===== config.mk =====
export PLATFORM = sky130hd
export DESIGN_NAME = three_wire_adc_command_master_core
export DESIGN_NICKNAME = d
export VERILOG_FILES = /design/src/sv/twadc_pkg.sv /design/src/sv/twadc_seq.sv /design/src/sv/three_wire_adc_command_master_core.sv
export VERILOG_INCLUDE_DIRS = /design/src /design/src/sv
export SDC_FILE = /design/constraint.sdc
export NUM_CORES = 1
export LEC_CHECK = 0
export BUFFER_PORTS_ARGS = -buffer_cell sky130_fd_sc_hd__buf_2
export CAP_MARGIN = 0
export CORE_MARGIN = 5
export CORE_UTILIZATION = 59
export DETAILED_ROUTE_END_ITERATION = 8
export PLACE_DENSITY = 0.85
export SYNTH_ARGS = -nofsm -noshare
export SYNTH_HDL_FRONTEND = slang
export SYNTH_SLANG_ARGS = --single-unit

===== constraint.sdc =====
create_clock -name aclk -period 7.25 [get_ports aclk]
set_input_delay 1.0875 -clock aclk [delete_from_list [all_inputs] [get_ports aclk]]
set_output_delay 1.0875 -clock aclk [all_outputs]
set_load 0.01 [all_outputs]

===== src/sv/three_wire_adc_command_master_core_macros.svh =====
// Assertion macros shared by the three-wire ADC command master RTL.
// Depends on nothing; included by the modules that carry assertions.
`ifndef THREE_WIRE_ADC_COMMAND_MASTER_CORE_MACROS_SVH
`define THREE_WIRE_ADC_COMMAND_MASTER_CORE_MACROS_SVH

// same-cycle implication, checked outside reset
`define TWADC_ASSERT_NOW(label, clk, rstn, ante, cons) \
    label: assert property (@(posedge clk) disable iff (!(rstn)) (ante) |-> (cons)) \
        else $error("twadc assertion failed");

// next-cycle implication, checked outside reset
`define TWADC_ASSERT_NEXT(label, clk, rstn, ante, cons) \
    label: assert property (@(posedge clk) disable iff (!(rstn)) (ante) |=> (cons)) \
        else $error("twadc assertion failed");

`endif


===== src/sv/twadc_pkg.sv =====
// Shared types, constants and the frame program table of the three-wire ADC master.
// Depends on nothing; used by twadc_seq and the top level.
`timescale 1ns / 1ps

package twadc_pkg;

    // receive length of a conversion or digital read
    localparam int READ_BITS = 8;
    localparam int LEN_W     = 5;
    localparam logic [LEN_W-1:0] RECV_LEN = LEN_W'(READ_BITS);

    // command bytes, opcode in the top three bits
    localparam logic [7:0] OP_CTRL   = 8'h60;
    localparam logic [7:0] OP_PWDN   = 8'h00;
    localparam logic [7:0] OP_WAKE   = 8'h40;
    localparam logic [7:0] OP_ATTR   = 8'h20;
    localparam logic [7:0] OP_CONV   = 8'h80;
    localparam logic [7:0] OP_DIG    = 8'ha0;
    localparam logic [3:0] PWDN_CTRL = 4'h0;

    // request types
    localparam logic [1:0] REQ_SETUP   = 2'd0;
    localparam logic [1:0] REQ_PWDN    = 2'd1;
    localparam logic [1:0] REQ_CONVERT = 2'd2;
    localparam logic [1:0] REQ_DIGITAL = 2'd3;

    // configuration register indexes
    localparam int CFG_IDX_W = 2;
    localparam logic [CFG_IDX_W-1:0] REG_CONTROL_NIBBLE = 2'd0;
    localparam logic [CFG_IDX_W-1:0] REG_ATTRIBUTE_MASK = 2'd1;
    localparam logic [CFG_IDX_W-1:0] REG_WAKEUP_MASK    = 2'd2;

    typedef enum logic [2:0] {
        K_END   = 3'd0,
        K_SEND  = 3'd1,
        K_PULSE = 3'd2,
        K_RECV  = 3'd3,
        K_IDLE  = 3'd4
    } seg_kind_t;

    typedef struct packed {
        seg_kind_t        kind;
        logic [LEN_W-1:0] len;
        logic [7:0]       val;
    } seg_t;

    typedef struct packed {
        logic [3:0] control_nibble;
        logic [7:0] attribute_mask;
        logic [7:0] wakeup_mask;
    } cfg_t;

    typedef struct packed {
        logic       dio_in;
        logic [2:0] channel;
        logic [1:0] req_type;
        logic       req_valid;
    } req_t;

    typedef struct packed {
        logic       req_accepted;
        logic       busy_res;
        logic [7:0] read_data;
        logic       read_valid;
        logic       dio_level;
        logic       dio_drive;
        logic       clk_pulse;
        logic       start_level;
    } res_t;

    function automatic seg_t mk_seg(seg_kind_t kind, logic [LEN_W-1:0] len, logic [7:0] val);
        seg_t s;
        s.kind = kind;
        s.len  = len;
        s.val  = val;
        return s;
    endfunction

    // frame program of each request type, one segment per index
    function automatic seg_t seg_at(logic [1:0] req, logic [5:0] idx, cfg_t cfg,
                                    logic [2:0] chan);
        seg_t s;
        s = mk_seg(K_END, 5'd1, 8'h00);
        case (req)
            REQ_SETUP: begin
                case (idx)
                    6'd0: s = mk_seg(K_SEND, 5'd3, {5'd0, OP_CTRL[7:5]});
                    6'd1: s = mk_seg(K_SEND, 5'd4, {4'd0, cfg.control_nibble});
                    6'd2: s = mk_seg(K_IDLE, 5'd1, 8'h00);
                    6'd3: s = mk_seg(K_SEND, 5'd3, {5'd0, OP_ATTR[7:5]});
                    6'd4: s = mk_seg(K_SEND, 5'd8, cfg.attribute_mask);
                    6'd5: s = mk_seg(K_IDLE, 5'd1, 8'h00);
                    6'd6: s = mk_seg(K_SEND, 5'd3, {5'd0, OP_WAKE[7:5]});
                    6'd7: s = mk_seg(K_SEND, 5'd8, cfg.wakeup_mask);
                    6'd8: s = mk_seg(K_IDLE, 5'd1, 8'h00);
                    default: s = mk_seg(K_END, 5'd1, 8'h00);
                endcase
            end
            REQ_PWDN: begin
                case (idx)
                    6'd0: s = mk_seg(K_SEND, 5'd3, {5'd0, OP_CTRL[7:5]});
                    6'd1: s = mk_seg(K_SEND, 5'd4, {4'd0, PWDN_CTRL});
                    6'd2: s = mk_seg(K_IDLE, 5'd1, 8'h00);
                    6'd3: s = mk_seg(K_SEND, 5'd3, {5'd0, OP_PWDN[7:5]});
                    6'd4: s = mk_seg(K_IDLE, 5'd1, 8'h00);
                    default: s = mk_seg(K_END, 5'd1, 8'h00);
                endcase
            end
            REQ_CONVERT: begin
                case (idx)
                    6'd0: s = mk_seg(K_SEND, 5'd3, {5'd0, OP_CONV[7:5]});
                    6'd1: s = mk_seg(K_SEND, 5'd4, {4'd0, chan, 1'b0});
                    6'd2: s = mk_seg(K_PULSE, 5'd1, 8'h00);
                    6'd3: s = mk_seg(K_RECV, RECV_LEN, 8'h00);
                    6'd4: s = mk_seg(K_IDLE, 5'd1, 8'h00);
                    default: s = mk_seg(K_END, 5'd1, 8'h00);
                endcase
            end
            REQ_DIGITAL: begin
                case (idx)
                    6'd0: s = mk_seg(K_SEND, 5'd3, {5'd0, OP_DIG[7:5]});
                    6'd1: s = mk_seg(K_RECV, RECV_LEN, 8'h00);
                    6'd2: s = mk_seg(K_IDLE, 5'd1, 8'h00);
                    default: s = mk_seg(K_END, 5'd1, 8'h00);
                endcase
            end
            default: s = mk_seg(K_END, 5'd1, 8'h00);
        endcase
        return s;
    endfunction

endpackage


===== src/sv/twadc_seq.sv =====
// Frame sequencer of the three-wire ADC master: sequence state and one-slot step logic.
// Depends on twadc_pkg and three_wire_adc_command_master_core_macros.svh.
`timescale 1ns / 1ps
`include "three_wire_adc_command_master_core_macros.svh"

module twadc_seq (
    input  logic              aclk,
    input  logic              aresetn,
    input  logic              advance,
    input  twadc_pkg::req_t   req_in,
    input  twadc_pkg::cfg_t   cfg,
    output twadc_pkg::res_t   res
);

    logic [5:0] seq_reg, seq_next;
    logic [3:0] bp_reg, bp_next;
    logic [7:0] sb_reg, sb_next;
    logic [1:0] act_reg, act_next;
    logic [2:0] chan_reg, chan_next;

    twadc_pkg::seg_t cur_seg;
    twadc_pkg::seg_t nxt_seg;

    // one bit slot: take a request when idle, then play the current segment
    always_comb begin
        logic [twadc_pkg::LEN_W-1:0] bp;
        logic [twadc_pkg::LEN_W-1:0] amt;
        seq_next  = seq_reg;
        act_next  = act_reg;
        chan_next = chan_reg;
        sb_next   = sb_reg;
        bp        = {1'b0, bp_reg};
        amt       = '0;
        cur_seg   = twadc_pkg::mk_seg(twadc_pkg::K_END, 5'd1, 8'h00);
        nxt_seg   = twadc_pkg::mk_seg(twadc_pkg::K_END, 5'd1, 8'h00);
        res       = '0;
        res.start_level = 1'b1;

        if (seq_reg == 6'd0 && req_in.req_valid) begin
            act_next         = req_in.req_type;
            chan_next        = req_in.channel;
            seq_next         = 6'd1;
            bp               = '0;
            sb_next          = 8'h00;
            res.req_accepted = 1'b1;
        end

        if (seq_next != 6'd0) begin
            res.busy_res = 1'b1;
            cur_seg = twadc_pkg::seg_at(act_next, seq_next - 6'd1, cfg, chan_next);
            if (bp >= cur_seg.len) begin
                bp = '0;
            end
            case (cur_seg.kind)
                twadc_pkg::K_SEND: begin
                    res.start_level = 1'b0;
                    res.clk_pulse   = 1'b1;
                    res.dio_drive   = 1'b1;
                    amt             = cur_seg.len - 5'd1 - bp;
                    res.dio_level   = cur_seg.val[amt[2:0]];
                end
                twadc_pkg::K_PULSE: begin
                    res.start_level = 1'b0;
                    res.clk_pulse   = 1'b1;
                    res.dio_drive   = 1'b1;
                end
                twadc_pkg::K_RECV: begin
                    res.start_level = 1'b0;
                    res.clk_pulse   = 1'b1;
                    sb_next         = {sb_next[6:0], req_in.dio_in};
                    if (bp + 5'd1 == cur_seg.len) begin
                        res.read_valid = 1'b1;
                        res.read_data  = sb_next;
                    end
                end
                default: begin
                end
            endcase
            bp = bp + 5'd1;
            // segment done: move on, drop back to idle after the last one
            if (bp >= cur_seg.len || cur_seg.kind == twadc_pkg::K_END) begin
                bp       = '0;
                seq_next = seq_next + 6'd1;
                nxt_seg  = twadc_pkg::seg_at(act_next, seq_next - 6'd1, cfg, chan_next);
                if (nxt_seg.kind == twadc_pkg::K_END) begin
                    seq_next = 6'd0;
                end
            end
        end
        bp_next = bp[3:0];
    end

    // sequence state, advanced once per accepted slot
    always_ff @(posedge aclk) begin
        if (!aresetn) begin
            seq_reg  <= '0;
            bp_reg   <= '0;
            sb_reg   <= '0;
            act_reg  <= '0;
            chan_reg <= '0;
        end else if (advance) begin
            seq_reg  <= seq_next;
            bp_reg   <= bp_next;
            sb_reg   <= sb_next;
            act_reg  <= act_next;
            chan_reg <= chan_next;
        end
    end

    // state holds between accepted slots
    `TWADC_ASSERT_NEXT(a_hold_when_stalled, aclk, aresetn, !advance,
        $stable(seq_reg) && $stable(bp_reg) && $stable(sb_reg))
    // idle slot without a request stays idle
    `TWADC_ASSERT_NEXT(a_idle_stays_idle, aclk, aresetn,
        advance && seq_reg == 6'd0 && !req_in.req_valid, seq_reg == 6'd0)
    // a taken request sits in its opcode segment afterward
    `TWADC_ASSERT_NEXT(a_request_starts, aclk, aresetn,
        advance && seq_reg == 6'd0 && req_in.req_valid, seq_reg == 6'd1 && bp_reg == 4'd1)
    // a request is only taken when the sequencer was idle
    `TWADC_ASSERT_NOW(a_accept_only_idle, aclk, aresetn,
        res.req_accepted, seq_reg == 6'd0 && res.busy_res)

endmodule


===== src/sv/three_wire_adc_command_master_core.sv =====
// Three-wire serial ADC command master: one input beat per bit slot, one result beat back.
// Each accepted beat advances the frame sequencer (twadc_seq) by one slot and the slot's
// line levels are stored in an output register; while a result is held, the next beat
// is taken in the same cycle the stored result is taken, so the block runs at one beat
// per clock as long as results are taken. Configuration writes should be made while no
// request sequence is running. Depends on twadc_pkg and twadc_seq.
`timescale 1ns / 1ps

module three_wire_adc_command_master_core (
    input  logic                                aclk,
    input  logic                                aresetn,
    // request slot input
    input  logic                                s_tvalid,
    output logic                                s_tready,
    input  logic [7:0]                          s_tdata,   // req_valid, req_type[1:0],
                                                           // channel[2:0], dio_in, 0
    // slot result output
    output logic                                m_tvalid,
    input  logic                                m_tready,
    output logic [15:0]                         m_tdata,   // start_level, clk_pulse,
                                                           // dio_drive, dio_level,
                                                           // read_valid, read_data[7:0],
                                                           // busy_res, req_accepted, 0
    // configuration write port
    input  logic                                cfg_we,
    input  logic [twadc_pkg::CFG_IDX_W-1:0]     cfg_index,
    input  logic [7:0]                          cfg_wdata
);

    twadc_pkg::cfg_t cfg_reg;
    twadc_pkg::req_t req_in;
    twadc_pkg::res_t res;
    twadc_pkg::res_t out_reg;
    logic            m_tvalid_reg, m_tvalid_next;
    logic            advance;

    // configuration registers
    always_ff @(posedge aclk) begin
        if (!aresetn) begin
            cfg_reg <= '0;
        end else if (cfg_we) begin
            case (cfg_index)
                twadc_pkg::REG_CONTROL_NIBBLE: cfg_reg.control_nibble <= cfg_wdata[3:0];
                twadc_pkg::REG_ATTRIBUTE_MASK: cfg_reg.attribute_mask <= cfg_wdata;
                twadc_pkg::REG_WAKEUP_MASK:    cfg_reg.wakeup_mask    <= cfg_wdata;
                default: begin
                end
            endcase
        end
    end

    // input beat unpacking and handshake
    assign req_in   = twadc_pkg::req_t'(s_tdata[6:0]);
    assign s_tready = !m_tvalid_reg || m_tready;
    assign advance  = s_tvalid && s_tready;

    twadc_seq u_seq (
        .aclk    (aclk),
        .aresetn (aresetn),
        .advance (advance),
        .req_in  (req_in),
        .cfg     (cfg_reg),
        .res     (res)
    );

    // output register
    always_comb begin
        if (advance) begin
            m_tvalid_next = 1'b1;
        end else if (m_tready) begin
            m_tvalid_next = 1'b0;
        end else begin
            m_tvalid_next = m_tvalid_reg;
        end
    end

    always_ff @(posedge aclk) begin
        if (!aresetn) begin
            m_tvalid_reg <= 1'b0;
        end else begin
            m_tvalid_reg <= m_tvalid_next;
        end
    end

    always_ff @(posedge aclk) begin
        if (advance) begin
            out_reg <= res;
        end
    end

    assign m_tvalid = m_tvalid_reg;
    assign m_tdata  = {1'b0, out_reg};

endmodule


**After elaboration in Yosys (flattened, before gate mapping)**

Index checks and enable logic that the tools add are counted.

- Register bits after elaboration: 59
- Input bits: 23
- Output and inout port bits: 18
- Word-level logic and storage cells: 115

- $add $sub $neg: 6
- Magnitude comparators: 3
- Eq/ne operators: 25
- Mux-type cells: 38
- Reduce and logical (&&, ||, !) cells: 26

Operator list:

| kind | count |
|---|---|
| $pmux 16 s4 | 4 |
| $pmux 16 s7 | 2 |
| $pmux 16 s5 | 2 |
| $pmux 16 s3 | 2 |
| $eq 6x3->1 const B | 8 |
| $mux 16 | 3 |
| $eq 6x2->1 const B | 4 |
| $mux 6 | 4 |
| $mux 8 | 3 |
| $logic_not 6->1 | 3 |
| $mux 9 | 2 |
| $mux 4 | 4 |
| $mux 14 | 1 |
| $eq 6x1->1 const B | 2 |
| $eq 6x4->1 const B | 2 |
| $sub 6x1->6 const B | 2 |
| $reduce_and 2->1 | 5 |
| $reduce_or 3->1 | 3 |
| $add 6x1->6 const B | 1 |
| $eq 2x2->1 const B | 3 |
| $eq 3x2->1 const B | 2 |
| $logic_not 3->1 | 2 |
| $mux 1 | 6 |
| $reduce_bool 6->1 | 1 |
| 20 further kinds | 27 |

**Depth between registers and ports, before layout**

Gate-level depths: netlist of run 1.

- Depth after elaboration: 21
- Mapped depth: 28
- Depth with buffers taken out: 26

**Modules after synthesis**

Synthesis of run 1 repeated with hierarchy kept, for this count alone.

- Cells, all modules: 457
- Area total of the unflattened synthesis: 3930.0 um2

Modules (own cells, without submodules):

| module | times used | cells each | area an instance (um2) | seq. area each (um2) |
|---|---|---|---|---|
| twadc_seq | 1 | 359 | 2651.3 | 440.4 |
| three_wire_adc_command_master_core | 1 | 98 | 1278.7 | 870.8 |

**Least setup slack after synthesis of run 1**

No wires, ideal clock.

- Kind: input-to-reg
- From: in s_tdata[0]
- To: reg u_seq.seq_reg[3]
- Library setup time: 75 ps
- Arrival: 6146 ps
- Data required time: 7175 ps
- Path slack: 1029 ps
- Cell stages on the path: 23
- Buffers on the path: 2
- Cell sequence: nor3b_1 > nand2_1 > nand2b_1 > inv_1 > ha_1 > xor2_1 > clkbuf_1 > nor2_1 > o21a_1 > a31oi_1 > ha_1 > nor2b_1 > maj3_4 > o21ai_0 > or2_2 > ha_1 > and2_1 > maj3_1 > or2_1 > o2111a_1 > buf_6 > or3b_1 > o22ai_1

- Cells in the longest elaborated chain, start to end: 16
- Elaborated cells between the ends (all ways): 58
- Classes of those cells: add/sub (4); order compare (2); eq/ne (19); mux (21); reduce/logical (12)

RTL lines:

| what | RTL line | text |
|---|---|---|
| from (decl) | three_wire_adc_command_master_core.sv:15 | `input logic [7:0] s_tdata,` |
| $logic_and 1x1->1 * | twadc_seq.sv:39 | `if (seq_reg == 6'd0 && req_in.req_valid) begin` |
| $mux 6 | twadc_seq.sv:39 |  |
| $sub 6x1->6 | twadc_seq.sv:50 | `cur_seg = twadc_pkg::seg_at(act_next, seq_next - 6'd1, cfg, chan_next);` |
| $eq 6x3->1 (tied with other cells) | twadc_pkg.sv:86 | `case (idx)` |
| $reduce_or 3->1 (no source line) / $reduce_or 2->1 (equally long branches) | -- |  |
| $pmux 16 s7 / $pmux 16 s4 (equally long branches) | twadc_pkg.sv:86, twadc_pkg.sv:100 |  |
| $pmux 16 s4 | twadc_pkg.sv:84 | `case (req)` |
| $mux 16 | twadc_seq.sv:48 | `if (seq_next != 6'd0) begin` |
| $ge 4x5->1 | twadc_seq.sv:51 | `if (bp >= cur_seg.len) begin` |
| $mux 4 | twadc_seq.sv:51 |  |
| $mux 5 | twadc_seq.sv:48 |  |
| $add 5x1->5 | twadc_seq.sv:79 | `bp = bp + 5'd1;` |
| $ge 5x5->1 | twadc_seq.sv:81 | `if (bp >= cur_seg.len \|\| cur_seg.kind == twadc_pkg::K_END) begin` |
| $logic_or 1x1->1 | twadc_seq.sv:81 |  |
| $mux 6 | twadc_seq.sv:81 |  |
| $mux 6 * | twadc_seq.sv:48 |  |
| to (signal assigned) | twadc_seq.sv:102 | `seq_reg <= seq_next;` |
| to (decl) | twadc_seq.sv:15 | `logic [5:0] seq_reg, seq_next;` |

Every way passes the cells marked *; elsewhere a longest branch is shown, timed or not. The select of a mux whose other input is x is not followed.
A chain may end at the register's enable or synchronous reset.

**Worst setup path after layout of run 1**

- From: in s_tdata[0]
- To: reg u_seq.seq_reg[1]

Same word-level chain as after synthesis.

==> results of run 1 <==
-- worst max-delay path: cells and delay by family --
kind	cells	cell delay (ns)
XOR/XNOR	1	0.22
adder cells (fa/ha/maj)	5	1.58
AO/OA/AOI/OAI	5	0.91
buffers and inverters	3	0.39
AND/OR/NAND/NOR	11	2.46
-- layout by cell type (no fill, tap or decap), drive strengths merged, types with 12 or more instances in the layout --
| cell type | count |
|---|---|
| buf | 48 |
| dfxtp | 43 |
| nand2 | 37 |
| nor2b | 30 |
| mux2i | 25 |
| nor2 | 23 |
| o21ai | 22 |
| a21oi | 15 |
| edfxtp | 15 |
| ha | 12 |
-- layer usage --
layer | wire length, um | global-route usage [%] | share of wire [%] | vias to the layer above
met1 | 3760 | 30.4 | 42 | 1513
met5 | 0 | 0 | 0 | -
met3 | 705 | 5.17 | 7.9 | 18
li1 | - | - | - | 1540
met2 | 4290 | 38.8 | 48 | 146
met4 | 148 | 8.93 | 1.7 | 0
-- logic make-up after synthesis --
logic type / Yosys count
xor+xnor: 12
buf+inv: 39
other cells: 1
simple gates: 156
compound gates: 97
fa+ha+maj: 14
mux: 26
flops: 58
-- cell type report --
class | instances | area (um^2) | share of cell area, %
Inverter | 10 | 37.5 | 0.935
Multi-Input combinational cell | 306 | 2100 | 52.3
Tap cell | 75 | 93.8 | 2.34
Timing Repair Buffer | 48 | 265 | 6.60
Sequential cell | 58 | 1310 | 32.6
Clock buffer | 10 | 128 | 3.18
Clock inverter | 6 | 81.3 | 2.02
-- where the power goes --
group	leakage (nW)	total, mW	switching, mW	internal [mW]
clock	0.104	0.324	0.133	0.191
combinational	1.07	0.359	0.225	0.134
sequential	0.497	0.364	0.0146	0.349
-- worst max path at each step --
stage / to / cells past startpoint
final: u_seq.seq_reg[1] / 25
after detailed placement: u_seq.seq_reg[1] / 25
after floorplan: u_seq.seq_reg[3] / 23
after global routing: u_seq.seq_reg[1] / 25
after global placement: u_seq.seq_reg[1] / 25
after CTS: u_seq.seq_reg[1] / 25
==> results.json, run 1 <==
{
  "status": "finished clean",
  "finalWorstSetupSlack_ns": 0.838,
  "maxCapViolations": 0,
  "antenna_found_initial": 0,
  "cp.required_ns": 7.52,
  "slew_headroom_pct": 43.9,
  "grtUsageTotal_pct": 23.6,
  "slew_viol_final": 0,
  "start_util_pct": 60.6,
  "clk_latency_ns": 0.34,
  "fmax_mhz": 156,
  "htree_levels": 3,
  "rr_endpoint": "u_seq.seq_reg[1]",
  "final_area_mm2": 0.00402,
  "holdPathStages": 2,
  "setup_viol_count_final": 0,
  "critPathLaunchType": "primary input",
  "cts_setup_buffers": 0,
  "netlist_instances": 403,
  "cts_buffers": 9,
  "cp_common_cell": "ha_1",
  "rsz0062_at_grt": "no",
  "dp.cells": 497,
  "ys_ff_latch": 58,
  "whs_endpoint": "u_seq.chan_reg[2]",
  "die_w_um": 88.0,
  "worst_pin_slew_ns": 0.839,
  "grt_overflow": 0,
  "grt_pass1_vias": 2898,
  "synth.most_common_cell": "dfxtp_1",
  "drc": 0,
  "num_antenna_cells": 0,
  "yosys.area.top_type": "dfxtp_1",
  "drive_above_1_share_pct": 16.4,
  "wl_per_cell_um": 17.3,
  "drt_first_iter_violations": 267,
  "wl_um": 8900,
  "cts_resized": 0,
  "regToRegSetupSlack_ns": 0.97,
  "place_hpwl_um": 6240,
  "finish.utilization_pct": 67.8,
  "ff2ff_path_depth": 24,
  "vias": 3217,
  "rows": 28,
  "final_cells": 513,
  "synth_area_leaders": "dfxtp_1 (24%), edfxtp_1 (13%), mux2i_1 (7.0%)",
  "slowest_stage": "or4b_1",
  "synth_compound_area_share_pct": 19.5,
  "power_mw": 1.05,
  "pin_count": 41,
  "synth.yosys.seq_area_share_pct": 36.6,
  "syn_nets": 438,
  "slowest_delay_ns": 0.48,
  "tns_ns": 0,
  "synthSimpleGateAreaFrac_pct": 23.5,
  "syn_to_final_growth_pct": 12.0,
  "peakVddDrop_uv": 153,
  "dr.pass1.iters": 4,
  "port_buffers": 38,
  "grt_pass1_wl_um": 14200,
  "cts_hold_buf": 0,
  "path_max_fanout": 8,
  "min_from": "u_seq.chan_reg[2]",
  "die_y_um": 88.0,
  "synth_fa_ha_area_share_pct": 4.85,
  "cts.clk_slew.worst_paths_ns": 0.06,
  "p_per_area_mw_per_mm2": 261,
  "fin_crit_sh_pct": 88.4,
  "grt_max_degree": 47,
  "yosysUniqueCellTypes": 63,
  "power_leakage_nw": 1.67,
  "avgViaCountPerCell": 6.27,
  "synth_top_family_by_area": "simple AND/OR/NAND/NOR gates",
  "clock_path_buffers": 2,
  "gp_congestion": 0.924,
  "cts-root-buf": "clkbuf_8",
  "r2r-start": "u_seq.seq_reg[0]",
  "fillers": 483,
  "cp.arrival_ns": 6.68,
  "synth-xor-area-share_pct": 2.93,
  "avgSynthCellArea_um2": 8.90,
  "cts.sinks": 58,
  "yosysTopAreaCellShare_pct": 24.0,
  "nNetsFinal": 468,
  "synth_flop_cell": "dfxtp_1",
  "critical_path_class": "in -> reg",
  "ys_top_cells_by_count": "dfxtp_1 (43), nand2_1 (37), nor2b_1 (30)",
  "startpoint": "s_tdata[0]",
  "dpl-instance-area_mm2": 0.00381,
  "syn_area_mm2": 0.00359,
  "post-place-ws_ns": 0.541,
  "largest_reg_flops": 20,
  "cts_tree": "done",
  "fin_crit_ns": 6.41,
  "hp-class": "reg -> reg",
  "cp-end-kind": "flop",
  "finalHoldViolations": 0,
  "synth-async-reset-ratio_pct": 0,
  "yosysWarnings": 0,
  "ant_nets": 0,
  "fin_skew_ns": 0.00492,
  "whs_ns": 0.485,
  "synth_edf_count": 15,
  "synthMuxAreaShare_pct": 7.61,
  "core_mm2": 0.00592,
  "die_area_mm2": 0.00774
}
No activity file was read; power rests on OpenSTA's default activity.
==> run 2, diff against run 1 <==
Clock period 7.25 ns to 7 ns, I/O delays scaled along.
==> run 2 against run 1 <==
Against the previous run: setup slack got worse by 0.028 ns; critical path depth increased by 2; sequential share of layout area decreased by 0.52 points; core utilization increased by 1.1 points; sequential power increased by 4%; cell count increased by 0.19%; die area unchanged; count of clock-buffer cells in the layout increased by 1; hold slack got worse by 0.0085 ns; non-clock buffer count increased by 1; cell area increased by 1.6%; register-to-register slack improved by 0.02 ns; critical path type unchanged; largest cell class unchanged.
==> results.json, run 2 (same netlist as run 1, synthesis figures left out) <==
{
  "status": "finished clean",
  "cts_resized": 0,
  "fin_crit_ns": 6.19,
  "pin_count": 41,
  "peakVddDrop_uv": 200,
  "drt_first_iter_violations": 199,
  "rows": 28,
  "multi_input_area_mm2": 0.00210,
  "finalWorstSetupSlack_ns": 0.810,
  "grtUsageTotal_pct": 23.3,
  "fin_skew_ns": 0.00486,
  "slew_viol_final": 0,
  "die_area_mm2": 0.00774,
  "syn_to_final_growth_pct": 13.8,
  "rsz0062_at_grt": "no",
  "die_y_um": 88.0,
  "port_buffers": 38,
  "hp-class": "reg -> reg",
  "start_util_pct": 60.6,
  "num_antenna_cells": 0,
  "fin_crit_sh_pct": 88.4,
  "grt_max_degree": 47,
  "fillers": 476,
  "fmax_mhz": 162,
  "tns_ns": 0,
  "p_per_area_mw_per_mm2": 283,
  "gp_congestion": 0.939,
  "critPathLaunchType": "primary input",
  "finalHoldViolations": 0,
  "clk_latency_ns": 0.34,
  "nNetsFinal": 469,
  "drc": 0,
  "layout_common_cells": "dfxtp_1 (43), buf_2 (38), nand2_1 (37)",
  "cts.sinks": 58,
  "htree_levels": 3,
  "cts_buffers": 9,
  "grt_overflow": 0,
  "path_max_fanout": 8,
  "regArea_mm2": 0.00131,
  "post-place-ws_ns": 0.496,
  "clock_path_buffers": 2,
  "cp.arrival_ns": 6.46,
  "wl_um": 8520,
  "cts.clk_slew.worst_paths_ns": 0.07,
  "cts_setup_buffers": 0,
  "cts-root-buf": "clkbuf_8",
  "die_w_um": 88.0,
  "final_common_cell": "dfxtp_1",
  "cp-end-kind": "flop",
  "cts_hold_buf": 0,
  "cp.required_ns": 7.27,
  "slew_headroom_pct": 47.9,
  "ant_nets": 0,
  "core_mm2": 0.00592,
  "worst_pin_slew_ns": 0.780,
  "setup_viol_count_final": 0,
  "antenna_found_initial": 0,
  "drive_above_1_share_pct": 16.9,
  "cts_tree": "done",
  "wl_per_cell_um": 16.6,
  "power_leakage_nw": 1.70,
  "grt_pass1_vias": 2873,
  "power_mw": 1.16,
  "critical_path_class": "in -> reg",
  "avgViaCountPerCell": 6.21,
  "vias": 3191,
  "largest_reg_flops": 20,
  "maxCapViolations": 0,
  "dr.pass1.iters": 5,
  "grt_pass1_wl_um": 14000,
  "place_hpwl_um": 6250
}
-- run 2: final cells by class --
class | count | share of cell area [%]
multi-input cells | 306 | 51.4
clock buffers | 11 | 3.46
well taps | 75 | 2.30
clock inverters | 5 | 3.07
repair buffers | 49 | 6.68
flip-flops and latches | 58 | 32.1
inverters | 10 | 0.920
-- run 2: layer usage --
layer,wire [um],up-vias,global-route usage (%)
met2,4150,129,38.2
met1,3660,1513,30.6
met4,109,0,6.56
met5,0,-,0
li1,-,1540,-
met3,594,9,5.64
-- run 2: where the power goes --
| group | internal [mW] | switching, mW | total, mW |
|---|---|---|---|
| combinational | 0.140 | 0.224 | 0.364 |
| clock | 0.282 | 0.134 | 0.416 |
| sequential | 0.362 | 0.0154 | 0.377 |
| total | 0.783 | 0.374 | 1.16 |
-- run 2: worst paths after layout --
check	end	start	cells past startpoint	slack [ns]
worst max-delay path	u_seq.seq_reg[1]	s_tdata[0]	27	0.81
worst min-delay path	u_seq.chan_reg[0]	u_seq.chan_reg[0]	2	0.48
worst max register to register	u_seq.seq_reg[1]	u_seq.seq_reg[0]	26	0.99
worst min register to register	u_seq.chan_reg[0]	u_seq.chan_reg[0]	2	0.48
-- run 2: worst max-delay path, stage by stage --
cell and delay, ns:
buf_2 0.10, nor3b_1 0.37, nand2_1 0.13, nand2b_1 0.14, inv_1 0.10, ha_1 0.29
xnor2_1 0.24, buf_4 0.20, and2_1 0.21, a21oi_1 0.11, nand2_1 0.08, nor3_1 0.04
a31oi_1 0.32, ha_1 0.31, nor2b_1 0.20, maj3_4 0.23, o21ai_0 0.13, or2_2 0.35
inv_1 0.08, ha_1 0.19, xnor2_1 0.12, ha_1 0.30, nand2_1 0.06, or2_1 0.23
o2111a_1 0.21, or4b_1 0.50, a21boi_1 0.15
-- run 2: per-stage QoR --
step / hold WS, ns / utilization (%) / std cells / cell area (um^2)
global route: 0.527 / 68.9 / 514 / 4080
global placement: 0.452 / 64.4 / 498 / 3810
finish: 0.476 / 68.9 / 514 / 4080
CTS: 0.478 / 68.9 / 514 / 4080
floorplan: 0.443 / - / 403 / 3590
detailed placement: 0.468 / 64.4 / 498 / 3810
==> run 3, diff against run 2 <==
Settings changed: CORE_UTILIZATION 59 to 60, PLACE_DENSITY 0.85 to 0.86, SYNTH_HIERARCHICAL from default to 1, TNS_END_PERCENT from default to 10.
==> run 3 against run 2 <==
Against the previous run: count of clock-buffer cells in the layout shrank 1; critical path depth is 1 higher; largest cell class unchanged; via count increased by 16%; global-route usage rose by 1.8 points; core utilization up 1.2 points; critical path type unchanged; non-clock buffer count is 19 higher; hold slack worse by 0.013 ns; highest routed layer unchanged; sequential share of layout area decreased by 2.7 points; synthesized area increased by 9.6%; clock skew grew 0.0052 ns; largest power group is now combinational cells.
==> results.json, run 3 <==
{
  "finalHoldViolations": 0,
  "clk_latency_ns": 0.34,
  "antenna_found_initial": 0,
  "cts-root-buf": "clkbuf_8",
  "maxCapViolations": 0,
  "avgSynthCellArea_um2": 8.60,
  "fillers": 493,
  "die_area_mm2": 0.00827,
  "clockPowerShare_pct": 27.9,
  "yosys.area.top_type": "dfxtp_1",
  "grtUsageTotal_pct": 25.0,
  "cp_common_cell": "ha_1",
  "ys_top_cells_by_count": "nand2_1 (58), dfxtp_1 (43), mux2i_1 (25), o21ai_0 (25), nor2_1 (22)",
  "dpl-instance-area_mm2": 0.00422,
  "port_buffers": 38,
  "die_y_um": 90.9,
  "cts_hold_buf": 0,
  "cts_buffers": 9,
  "syn_area_mm2": 0.00393,
  "layout_common_cells": "nand2_1 (58), dfxtp_1 (43), buf_2 (38)",
  "largest_reg_flops": 20,
  "netlist_instances": 457,
  "nNetsFinal": 533,
  "rsz0062_at_grt": "no",
  "grt_overflow": 0,
  "start_util_pct": 61.9,
  "power_leakage_nw": 1.84,
  "peakVddDrop_uv": 204,
  "drc": 0,
  "avgViaCountPerCell": 6.42,
  "syn_nets": 494,
  "cp.arrival_ns": 6.84,
  "grt_max_degree": 54,
  "die_w_um": 90.9,
  "p_sw_share_pct": 37.2,
  "dr.pass1.iters": 6,
  "synth_area_leaders": "dfxtp_1 (22%), edfxtp_1 (11%), mux2i_1 (6.4%)",
  "finish.utilization_pct": 70.1,
  "cp.required_ns": 7.23,
  "drt_first_iter_violations": 419,
  "fin_crit_ns": 6.60,
  "core_mm2": 0.00635,
  "yosysWarnings": 6,
  "synth_flop_cell": "dfxtp_1",
  "final_area_mm2": 0.00445,
  "whs_ns": 0.463,
  "p_switching_mw": 0.443,
  "intPower_mw": 0.749,
  "synth.most_common_cell": "nand2_1",
  "cts_tree": "done",
  "regArea_mm2": 0.00131,
  "grt_pass1_wl_um": 17200,
  "setup_viol_count_final": 0,
  "syn_to_final_growth_pct": 13.3,
  "synth_edf_count": 15,
  "wl_um": 10400,
  "slew_viol_final": 0,
  "clock_path_buffers": 2,
  "slew_headroom_pct": 44.3,
  "power_mw": 1.19,
  "critical_path_class": "in -> reg",
  "hp-class": "reg -> reg",
  "cts.sinks": 58,
  "drive_above_1_share_pct": 20.4,
  "status": "finished clean",
  "fin_crit_sh_pct": 94.4,
  "slowest_delay_ns": 0.42,
  "htree_levels": 3,
  "num_antenna_cells": 0,
  "multi_input_area_mm2": 0.00236,
  "pin_count": 41,
  "ys_ff_latch": 58,
  "synth.yosys.seq_area_share_pct": 33.4,
  "worst_pin_slew_ns": 0.836,
  "critPathLaunchType": "primary input",
  "cp-end-kind": "flop",
  "cts.clk_slew.worst_paths_ns": 0.07,
  "p_per_area_mw_per_mm2": 268,
  "yosysUniqueCellTypes": 69,
  "grt_pass1_vias": 3559,
  "share_comb_of_total_power_pct": 40.7,
  "ant_nets": 0,
  "vias": 3709,
  "tns_ns": 0,
  "fin_skew_ns": 0.0100,
  "path_max_fanout": 9,
  "wl_per_cell_um": 17.9,
  "final_common_cell": "nand2_1",
  "place_hpwl_um": 7240,
  "sequentialPowerShare_pct": 31.4,
  "fmax_mhz": 151,
  "rows": 29,
  "gp_congestion": 0.963,
  "slowest_stage": "a2111oi_2",
  "yosysTopAreaCellShare_pct": 21.9,
  "synth-async-reset-ratio_pct": 0
}
-- run 3: worst paths after layout --
check	depth (start not counted)	slack (ns)	to	from
setup / recovery	28	0.40	u_seq/seq_reg[3]	s_tdata[0]
hold / removal	2	0.46	cfg_reg[2]	cfg_reg[2]
setup reg to reg	27	0.68	u_seq/seq_reg[3]	u_seq/seq_reg[1]
hold reg to reg	2	0.46	cfg_reg[2]	cfg_reg[2]
-- run 3: layout make-up --
cell class              instances  share of cell area [%]
clock inverters                 6                    1.83
flip-flops and latches         58                    29.4
repair buffers                 68                    9.33
inverters                      17                    1.43
well taps                      77                    2.16
clock buffers                  10                    2.87
multi-input cells             342                    52.9
-- run 3: power by group through the flow --
stage	sequential, mW	combinational [mW]	clock, mW
after floorplan	0.381	0.322	0
after global placement	0.381	0.449	0
after detailed placement	0.381	0.460	0
after CTS	0.374	0.466	0.337
after global routing	0.376	0.522	0.350
final	0.374	0.485	0.333
-- run 3: per-layer routing --
layer  GRT usage [%]  share of wire (%)  vias up  routed length, um
met2            41.8                 49      187               5040
met1            32.0                 41     1755               4240
met3            4.38                7.6       26                791
met5               0                  0        -                  0
met4            10.0                2.8        0                290
li1                -                  -     1741                  -
-- run 3: critical path: cells and delay by family --
family / cells / cell delay, ns
AO/OA/AOI/OAI: 11 / 2.71
AND/OR/NAND/NOR: 8 / 1.43
buffers and inverters: 4 / 0.44
XOR/XNOR: 1 / 0.16
adder cells (fa/ha/maj): 4 / 1.04
-- run 3: logic make-up (layout without fill, tap and decap cells) --
family	Yosys count	count (layout)	synth area share [%]
flops	58	58	33.4
fa+ha+maj	14	14	4.65
mux	25	25	6.37
simple gates	165	165	22.4
other cells	1	1	0.0954
buf+inv	57	101	6.97
compound gates	126	126	23.3
xor+xnor	11	11	2.80
-- run 3: timing repair --
item	4_1_cts	5_1_grt
endpoints found under the setup margin	0	10
buffers inserted	0	1
resized for setup	0	4
-- run 3: per-stage QoR --
stage               setup WS [ns]  std cells
CTS                         0.168        577
floorplan                   0.358        457
global route               0.0393        578
detailed placement         -0.141        561
finish                      0.395        578
global placement            0.111        561
